$ cat config.mk
export PLATFORM = sky130hd
export DESIGN_NAME = motion_burst_detector
export DESIGN_NICKNAME = d
export VERILOG_FILES = /design/src/rtl/mbd_pkg.sv /design/src/rtl/motion_burst_detector.sv
export SDC_FILE = /design/constraint.sdc
export NUM_CORES = 2
export LEC_CHECK = 0
export BUFFER_PORTS_ARGS = -buffer_cell sky130_fd_sc_hd__buf_2
export CAP_MARGIN = 40
export CORE_MARGIN = 8
export CORE_UTILIZATION = 30
export CTS_CLUSTER_DIAMETER = 120
export CTS_CLUSTER_SIZE = 16
export DETAILED_ROUTE_END_ITERATION = 10
export HOLD_SLACK_MARGIN = 0.12
export SLEW_MARGIN = 20
export SYNTH_ARGS = -nofsm -noshare
export SYNTH_HDL_FRONTEND = slang
export SYNTH_SLANG_ARGS = --single-unit
$ cat constraint.sdc
create_clock -name i_clk -period 12.95 [get_ports i_clk]
set_clock_uncertainty 0.2 [all_clocks]
set_input_delay 1.295 -clock i_clk [delete_from_list [all_inputs] [get_ports i_clk]]
set_output_delay 1.295 -clock i_clk [all_outputs]
set_load 0.01 [all_outputs]
$ cat src/rtl/mbd_pkg.sv
// Shared constants for the motion burst detector: register map, reset values,
// operating mode codes and datapath widths.
// No dependencies.
package mbd_pkg;

    localparam int unsigned AXIS_W  = 16;
    localparam int unsigned DELTA_W = 17;
    localparam int unsigned MAG_W   = 17;
    localparam int unsigned SQ_W    = 32;
    localparam int unsigned ACC_W   = 34;
    localparam int unsigned REM_W   = 19;
    localparam int unsigned TIME_W  = 32;
    localparam int unsigned MS_W    = 16;

    localparam logic [2:0] REG_BASE_X      = 3'd0;
    localparam logic [2:0] REG_BASE_Y      = 3'd1;
    localparam logic [2:0] REG_BASE_Z      = 3'd2;
    localparam logic [2:0] REG_OPEN_LEVEL  = 3'd3;
    localparam logic [2:0] REG_PEAK_LEVEL  = 3'd4;
    localparam logic [2:0] REG_WINDOW_MS   = 3'd5;
    localparam logic [2:0] REG_COOLDOWN_MS = 3'd6;

    localparam logic [MAG_W-1:0] OPEN_LEVEL_RST  = 17'd24576;
    localparam logic [MAG_W-1:0] PEAK_LEVEL_RST  = 17'd32768;
    localparam logic [MS_W-1:0]  WINDOW_MS_RST   = 16'd300;
    localparam logic [MS_W-1:0]  COOLDOWN_MS_RST = 16'd500;

    localparam logic [1:0] MODE_IDLE     = 2'd0;
    localparam logic [1:0] MODE_ACTIVE   = 2'd1;
    localparam logic [1:0] MODE_COOLDOWN = 2'd2;

    // Last iteration index of the two-bits-per-step square root.
    localparam logic [4:0] ROOT_LAST = 5'd16;
    localparam logic [4:0] SQ_LAST   = 5'd3;

endpackage

$ cat src/rtl/motion_burst_detector.sv
// Motion burst detector top level: APB register file, shared squaring
// multiplier, iterative square root and the idle/active/cooldown machine.
// Depends on mbd_pkg.
//
// Usage: one three-axis sample and a millisecond timestamp enter on the slave
// stream; each accepted transaction yields exactly one result transaction on
// the master stream carrying the magnitude, the detection flag and the peak.
// Per sample the sequencer forms the baseline deviations, squares the three
// axes on one shared 17x17 multiplier and sums them, runs the two-bits-per-step
// square root and then takes a decision step. A new sample is taken only once
// the result has been loaded and the sequencer is back in idle, so samples are
// never overlapped.
// When the receiver stalls, the finished result holds in the output register
// while the next sample is processed; that sample waits in its decision step
// until the earlier result is taken.
// Reset (synchronous, active low) returns the registers to their defaults,
// the mode to idle and the timestamps and peak to zero.
// Registers lie at byte addresses 4*index; pready is tied high.
module motion_burst_detector
    import mbd_pkg::*;
(
    input  logic        i_clk,
    input  logic        i_rst_n,
    // Slave stream. tdata: raw_x[15:0], raw_y[31:16], raw_z[47:32], now_ms[79:48].
    input  logic        i_s_tvalid,
    output logic        o_s_tready,
    input  logic [79:0] i_s_tdata,
    // Master stream. tdata: magnitude[16:0], peak_value[33:17], zeros[39:34].
    output logic        o_m_tvalid,
    input  logic        i_m_tready,
    output logic [39:0] o_m_tdata,
    // tuser: detected[0].
    output logic        o_m_tuser,
    // Configuration port.
    input  logic        psel,
    input  logic        penable,
    input  logic        pwrite,
    input  logic [4:0]  paddr,
    input  logic [31:0] pwdata,
    output logic [31:0] prdata,
    output logic        pready
);

    typedef enum logic [2:0] {
        S_IDLE,
        S_DELTA,
        S_SQ,
        S_ROOT,
        S_DECIDE
    } t_state;

    // Configuration registers.
    logic signed [AXIS_W-1:0] r_base_x, r_base_y, r_base_z;
    logic [MAG_W-1:0]         r_open_level, r_peak_level;
    logic [MS_W-1:0]          r_window_ms, r_cooldown_ms;

    logic       w_wr;
    logic [2:0] w_idx;

    assign pready = 1'b1;
    assign w_idx  = paddr[4:2];
    assign w_wr   = psel && penable && pwrite;

    always_ff @(posedge i_clk) begin
        if (!i_rst_n) begin
            r_base_x      <= '0;
            r_base_y      <= '0;
            r_base_z      <= '0;
            r_open_level  <= OPEN_LEVEL_RST;
            r_peak_level  <= PEAK_LEVEL_RST;
            r_window_ms   <= WINDOW_MS_RST;
            r_cooldown_ms <= COOLDOWN_MS_RST;
        end else if (w_wr) begin
            unique case (w_idx)
                REG_BASE_X:      r_base_x      <= pwdata[AXIS_W-1:0];
                REG_BASE_Y:      r_base_y      <= pwdata[AXIS_W-1:0];
                REG_BASE_Z:      r_base_z      <= pwdata[AXIS_W-1:0];
                REG_OPEN_LEVEL:  r_open_level  <= pwdata[MAG_W-1:0];
                REG_PEAK_LEVEL:  r_peak_level  <= pwdata[MAG_W-1:0];
                REG_WINDOW_MS:   r_window_ms   <= pwdata[MS_W-1:0];
                REG_COOLDOWN_MS: r_cooldown_ms <= pwdata[MS_W-1:0];
                default: ;
            endcase
        end
    end

    always_comb begin
        unique case (w_idx)
            REG_BASE_X:      prdata = {{16{r_base_x[AXIS_W-1]}}, r_base_x};
            REG_BASE_Y:      prdata = {{16{r_base_y[AXIS_W-1]}}, r_base_y};
            REG_BASE_Z:      prdata = {{16{r_base_z[AXIS_W-1]}}, r_base_z};
            REG_OPEN_LEVEL:  prdata = {15'd0, r_open_level};
            REG_PEAK_LEVEL:  prdata = {15'd0, r_peak_level};
            REG_WINDOW_MS:   prdata = {16'd0, r_window_ms};
            REG_COOLDOWN_MS: prdata = {16'd0, r_cooldown_ms};
            default:         prdata = '0;
        endcase
    end

    // Sequencer and datapath registers.
    t_state r_state;
    logic [4:0] r_cnt;
    logic signed [AXIS_W-1:0]  r_raw_x, r_raw_y, r_raw_z;
    logic [TIME_W-1:0]         r_now;
    logic signed [DELTA_W-1:0] r_dx, r_dy, r_dz;
    logic [SQ_W-1:0]           r_prod;
    logic [ACC_W-1:0]          r_acc;
    logic [REM_W-1:0]          r_rem;
    logic [MAG_W-1:0]          r_root;

    // Detector state.
    logic [1:0]        r_mode;
    logic [TIME_W-1:0] r_win_start, r_cool_start;
    logic [MAG_W-1:0]  r_peak;

    // Output register.
    logic             r_m_valid;
    logic [MAG_W-1:0] r_m_mag, r_m_peak;
    logic             r_m_det;

    // Shared multiplier operand select.
    logic signed [DELTA_W-1:0]   w_sq_in;
    logic signed [2*DELTA_W-1:0] w_sq_full;

    always_comb begin
        unique case (r_cnt[1:0])
            2'd0:    w_sq_in = r_dx;
            2'd1:    w_sq_in = r_dy;
            default: w_sq_in = r_dz;
        endcase
    end
    assign w_sq_full = w_sq_in * w_sq_in;

    // One step of the digit-by-digit square root.
    logic [REM_W+1:0] w_cand, w_trial;
    logic             w_fit;
    assign w_cand  = {r_rem, r_acc[ACC_W-1 -: 2]};
    assign w_trial = {2'b00, r_root, 2'b01};
    assign w_fit   = (w_cand >= w_trial);

    // Decision logic, evaluated on the finished magnitude.
    logic [MAG_W-1:0]  w_peak_upd;
    logic [TIME_W-1:0] w_win_el, w_cool_el;
    logic              w_expired, w_settled, w_cooled;
    logic              w_close, w_det;
    assign w_peak_upd = (r_root > r_peak) ? r_root : r_peak;
    assign w_win_el   = r_now - r_win_start;
    assign w_cool_el  = r_now - r_cool_start;
    assign w_expired  = (w_win_el >= {16'd0, r_window_ms});
    assign w_cooled   = (w_cool_el >= {16'd0, r_cooldown_ms});
    assign w_settled  = ({r_root, 2'b00} < ({2'b00, r_open_level} + {1'b0, r_open_level, 1'b0}));
    assign w_close    = w_expired || w_settled;
    assign w_det      = (r_mode == MODE_ACTIVE) && w_close && (w_peak_upd >= r_peak_level);

    logic w_out_free;
    logic w_m_load;
    assign w_out_free = !r_m_valid || i_m_tready;
    assign w_m_load   = (r_state == S_DECIDE) && w_out_free;

    assign o_s_tready = (r_state == S_IDLE);

    always_ff @(posedge i_clk) begin
        if (!i_rst_n) begin
            r_state      <= S_IDLE;
            r_cnt        <= '0;
            r_mode       <= MODE_IDLE;
            r_win_start  <= '0;
            r_cool_start <= '0;
            r_peak       <= '0;
            r_m_valid    <= 1'b0;
        end else begin
            if (w_m_load) begin
                r_m_valid <= 1'b1;
            end else if (r_m_valid && i_m_tready) begin
                r_m_valid <= 1'b0;
            end
            unique case (r_state)
                S_IDLE: begin
                    if (i_s_tvalid) begin
                        r_raw_x <= i_s_tdata[15:0];
                        r_raw_y <= i_s_tdata[31:16];
                        r_raw_z <= i_s_tdata[47:32];
                        r_now   <= i_s_tdata[79:48];
                        r_state <= S_DELTA;
                    end
                end
                S_DELTA: begin
                    r_dx    <= {r_raw_x[AXIS_W-1], r_raw_x} - {r_base_x[AXIS_W-1], r_base_x};
                    r_dy    <= {r_raw_y[AXIS_W-1], r_raw_y} - {r_base_y[AXIS_W-1], r_base_y};
                    r_dz    <= {r_raw_z[AXIS_W-1], r_raw_z} - {r_base_z[AXIS_W-1], r_base_z};
                    r_acc   <= '0;
                    r_cnt   <= '0;
                    r_state <= S_SQ;
                end
                S_SQ: begin
                    // The product lands in a register before it is summed.
                    if (r_cnt != SQ_LAST) begin
                        r_prod <= w_sq_full[SQ_W-1:0];
                    end
                    if (r_cnt != 5'd0) begin
                        r_acc <= r_acc + {2'b00, r_prod};
                    end
                    if (r_cnt == SQ_LAST) begin
                        r_cnt   <= '0;
                        r_rem   <= '0;
                        r_root  <= '0;
                        r_state <= S_ROOT;
                    end else begin
                        r_cnt <= r_cnt + 5'd1;
                    end
                end
                S_ROOT: begin
                    r_acc <= {r_acc[ACC_W-3:0], 2'b00};
                    if (w_fit) begin
                        r_rem  <= REM_W'(w_cand - w_trial);
                        r_root <= {r_root[MAG_W-2:0], 1'b1};
                    end else begin
                        r_rem  <= w_cand[REM_W-1:0];
                        r_root <= {r_root[MAG_W-2:0], 1'b0};
                    end
                    if (r_cnt == ROOT_LAST) begin
                        r_state <= S_DECIDE;
                    end else begin
                        r_cnt <= r_cnt + 5'd1;
                    end
                end
                S_DECIDE: begin
                    if (w_out_free) begin
                        r_m_mag  <= r_root;
                        r_m_det  <= w_det;
                        r_m_peak <= w_det ? w_peak_upd : '0;
                        unique case (r_mode)
                            MODE_ACTIVE: begin
                                r_peak <= w_peak_upd;
                                if (w_close) begin
                                    r_mode       <= MODE_COOLDOWN;
                                    r_cool_start <= r_now;
                                end
                            end
                            MODE_COOLDOWN: begin
                                if (w_cooled) begin
                                    r_mode <= MODE_IDLE;
                                end
                            end
                            default: begin
                                // The unused mode code behaves as idle.
                                if (r_root > r_open_level) begin
                                    r_mode      <= MODE_ACTIVE;
                                    r_win_start <= r_now;
                                    r_peak      <= r_root;
                                end else begin
                                    r_mode <= MODE_IDLE;
                                end
                            end
                        endcase
                        r_state <= S_IDLE;
                    end
                end
                default: r_state <= S_IDLE;
            endcase
        end
    end

    assign o_m_tvalid = r_m_valid;
    assign o_m_tdata  = {6'd0, r_m_peak, r_m_mag};
    assign o_m_tuser  = r_m_det;

    // A new sample is never taken while one is still being worked on.
    a_busy_after_accept: assert property (@(posedge i_clk) disable iff (!i_rst_n)
        (i_s_tvalid && o_s_tready) |=> !o_s_tready)
        else $error("input accepted while the sequencer is busy");

    // A result only appears out of the decision step.
    a_result_from_decide: assert property (@(posedge i_clk) disable iff (!i_rst_n)
        $rose(o_m_tvalid) |-> $past(r_state == S_DECIDE))
        else $error("result raised outside the decision step");

    // Without a detection the peak field reads zero.
    a_peak_zero: assert property (@(posedge i_clk) disable iff (!i_rst_n)
        (o_m_tvalid && !o_m_tuser) |-> (o_m_tdata[33:17] == '0))
        else $error("peak value nonzero without a detection");

    // A detected peak covers the magnitude of the closing sample.
    a_peak_covers_mag: assert property (@(posedge i_clk) disable iff (!i_rst_n)
        (o_m_tvalid && o_m_tuser) |-> (o_m_tdata[33:17] >= o_m_tdata[16:0]))
        else $error("detected peak below the closing magnitude");

    // The root iteration count stays within the radicand width.
    a_root_count: assert property (@(posedge i_clk) disable iff (!i_rst_n)
        (r_state == S_ROOT) |-> (r_cnt <= ROOT_LAST))
        else $error("square root iteration count overrun");

endmodule

==> impl_metrics.ini <==
[clock_network]
htreeDepth = 2
clkSlewWorstSetupHoldPaths_ps = 80
max-clock-path-buffers = 3
cts_tree = done
ctsHoldBuffers = 0
clock_latency_ps = 630
clock-root-buffer = clkbuf_16
cts.sinks = 473
cts_made_buffers = 36
cts_setup_buffers = 0
cts_resized = 0

[die]
die_h_um = 375
die_w_um = 375
io-pin-count = 200
start_util = 0.300
rows = 132
die_area_um2 = 141000
coreArea_um2 = 129000

[critical_path]
start_kind = register
arrival_ps = 9510
cp.required_ps = 13230
worstSetupEndpointType = register
reg2regPathDepth = 28
ff2ff_setup_slack_ps = 3710
worstSetupPathType = reg2reg
slowest_delay_ps = 810
critPathSlowestCell = a2111oi_0
r2r_start = r_cnt[0]$_SDFFE_PN0P_
timing.rr.end = r_prod[31]$_DFFE_PP_
critPathMostFrequentCell = inv_1
worstPathMaxFanout = 20

[yosys]
ys_ff_latch = 473
synth_top_area_share = 0.207
yosysMostFrequentCell = inv_1
synthTopCellsByCount = 642 x inv_1, 490 x nand2_1, 369 x ha_1, 326 x nor2_1, 303 x a21oi_1
synth_area_leaders = edfxtp_1 21%, fa_1 14%, ha_1 12%
ys_async_sr_fraction = 0
avgSynthCellArea_um2 = 9.15
ys_seq_area_frac = 0.314
yosys_warnings = 0
synthCells = 4228
synth_area_um2 = 38700
yosysUniqueCellTypes = 80
synth_edf_count = 267
yosysTopAreaCell = edfxtp_1
synth_ff_type = edfxtp_1

[detailed_routing]
drt_wl_total_mm = 110
drtAntennaViolNets = 0
drc = 0
drtIter0Drc = 1961
vias = 30000
drt-wirelength-per-cell_um = 18.2
drtPass1Iterations = 5
avgViaCountPerCell = 4.96

[timing]
min_period_over_period = 0.713
fin_crit_ps = 9240
setup_viol = 0
rsz0062_at_grt = false
finalHoldViolations = 0
setup-tns-final_ps = 0
maxSlewViolCount = 0
fmax_mhz = 108
slew_headroom = 0.398
worst_pin_slew_ps = 881

[placement]
port_buffers = 175
gp_congestion = 0.904
hpwlAfterDp_mm = 86.1

[global_routing]
antenna_found_initial = 15
first_global_vias = 30000
track_usage = 0.153
grt_max_degree = 71
gr-total-overflow = 0
grt_pass1_wl_mm = 171

[run]
drv_cap = 0

[worst_hold_path]
hold_end = r_peak_level[5]$_SDFFE_PN0P_
min_path_cells = 2
holdCritStartpoint = r_peak_level[5]$_SDFFE_PN0P_
worstHoldPathType = reg2reg

[finish]
layout-drive-gt1-share = 0.0793
area_growth_pct = 10.0
multi_input_area_um2 = 23500
fin_nets = 5091
seq_area_um2 = 12100
n_fill_cell = 13400

[status]
status = finished, final reports clean
layout make-up:
class                   instances  share of cell area
multi-input cells            2957               0.552
well taps                    1675              0.0492
inverters                     649              0.0573
flip-flops and latches        473               0.285
diodes                          6            0.000353
clock buffers                  58              0.0231
repair buffers                219              0.0306
clock inverters                 7             0.00267
state kept, by name (all words and copies together), names as in the netlist, 17 cells and up:
| register | flops |
|---|---|
| r_open_level | 17 |
| r_m_peak | 17 |
| r_dy | 17 |
| r_dz | 17 |
| r_peak_level | 17 |
| r_rem | 19 |
| r_acc | 34 |
| r_root | 17 |
| r_cool_start | 32 |
| r_now | 32 |
| r_prod | 31 |
| r_win_start | 32 |
| r_m_mag | 17 |
| r_dx | 17 |
| r_peak | 17 |
placed cells by master (no fill, tap or decap), drive strengths merged, types with 39 or more instances in the layout:
master,n
a21o,81
a21oi,303
buf,219
clkbuf,58
dfxtp,206
edfxtp,267
fa,262
ha,369
inv,647
mux2i,84
nand2,490
nand3,105
nor2,326
nor2b,41
nor3,48
o21a,45
o21ai,165
o31ai,39
xnor2,113
xor2,42
cell families (layout without fill, tap and decap cells):
| logic type | count (synthesis) | in the layout | synth area share |
|---|---|---|---|
| DFF | 473 | 473 | 0.314 |
| AOI/OAI and AO/OA | 899 | 899 | 0.153 |
| and+or+nand+nor | 1158 | 1158 | 0.131 |
| other | 2 | 13 | 0.000194 |
| muxes | 107 | 107 | 0.0319 |
| adders and majority gates | 631 | 631 | 0.255 |
| xor gates and xnor gates | 155 | 155 | 0.0351 |
| buffers and inverters | 803 | 933 | 0.0811 |
through the flow:
stage	cell area, um2	cells	hold WS (ps)	util	worst slack (ps)
floorplan	38700	4233	232	-	2400
global placement	41300	5965	242	0.321	3780
CTS	42500	6037	257	0.330	3740
finish	42600	6044	258	0.331	3710
global route	42600	6038	275	0.331	3010
detailed placement	41500	5972	246	0.322	3820
layer usage:
metal  track usage  up-vias  routed length (um)
met5             0        -                  60
met4        0.0526       10                3990
met3        0.0249      182                5900
met2         0.266      709               53300
met1         0.192    14500               46500
li1              -    14500                   -
worst max-delay path by stage:
stage | start | end | slack (ps) | cells after the start
2_1_floorplan | i_rst_n | r_now[0]$_DFFE_PP_ | 2400 | 2
3_3_place_gp | r_cnt[0]$_SDFFE_PN0P_ | r_prod[31]$_DFFE_PP_ | 3780 | 28
3_5_place_dp | r_cnt[0]$_SDFFE_PN0P_ | r_prod[31]$_DFFE_PP_ | 3820 | 28
4_1_cts | r_cnt[0]$_SDFFE_PN0P_ | r_prod[31]$_DFFE_PP_ | 3740 | 28
5_1_grt | r_cnt[0]$_SDFFE_PN0P_ | r_prod[31]$_DFFE_PP_ | 3010 | 28
6_report | r_cnt[0]$_SDFFE_PN0P_ | r_prod[31]$_DFFE_PP_ | 3710 | 28
critical path, delay by kind of cell (launching register included):
kind | cells | cell delay [ps]
adder cells (fa/ha/maj) | 8 | 3670
AO/OA/AOI/OAI | 9 | 3010
buffers and inverters | 9 | 1190
AND/OR/NAND/NOR | 2 | 560
flip-flops | 1 | 420
Power is left out: the tool's default activity adds up to more than one toggle a clock period on the data nets, which glitch-free logic cannot reach.
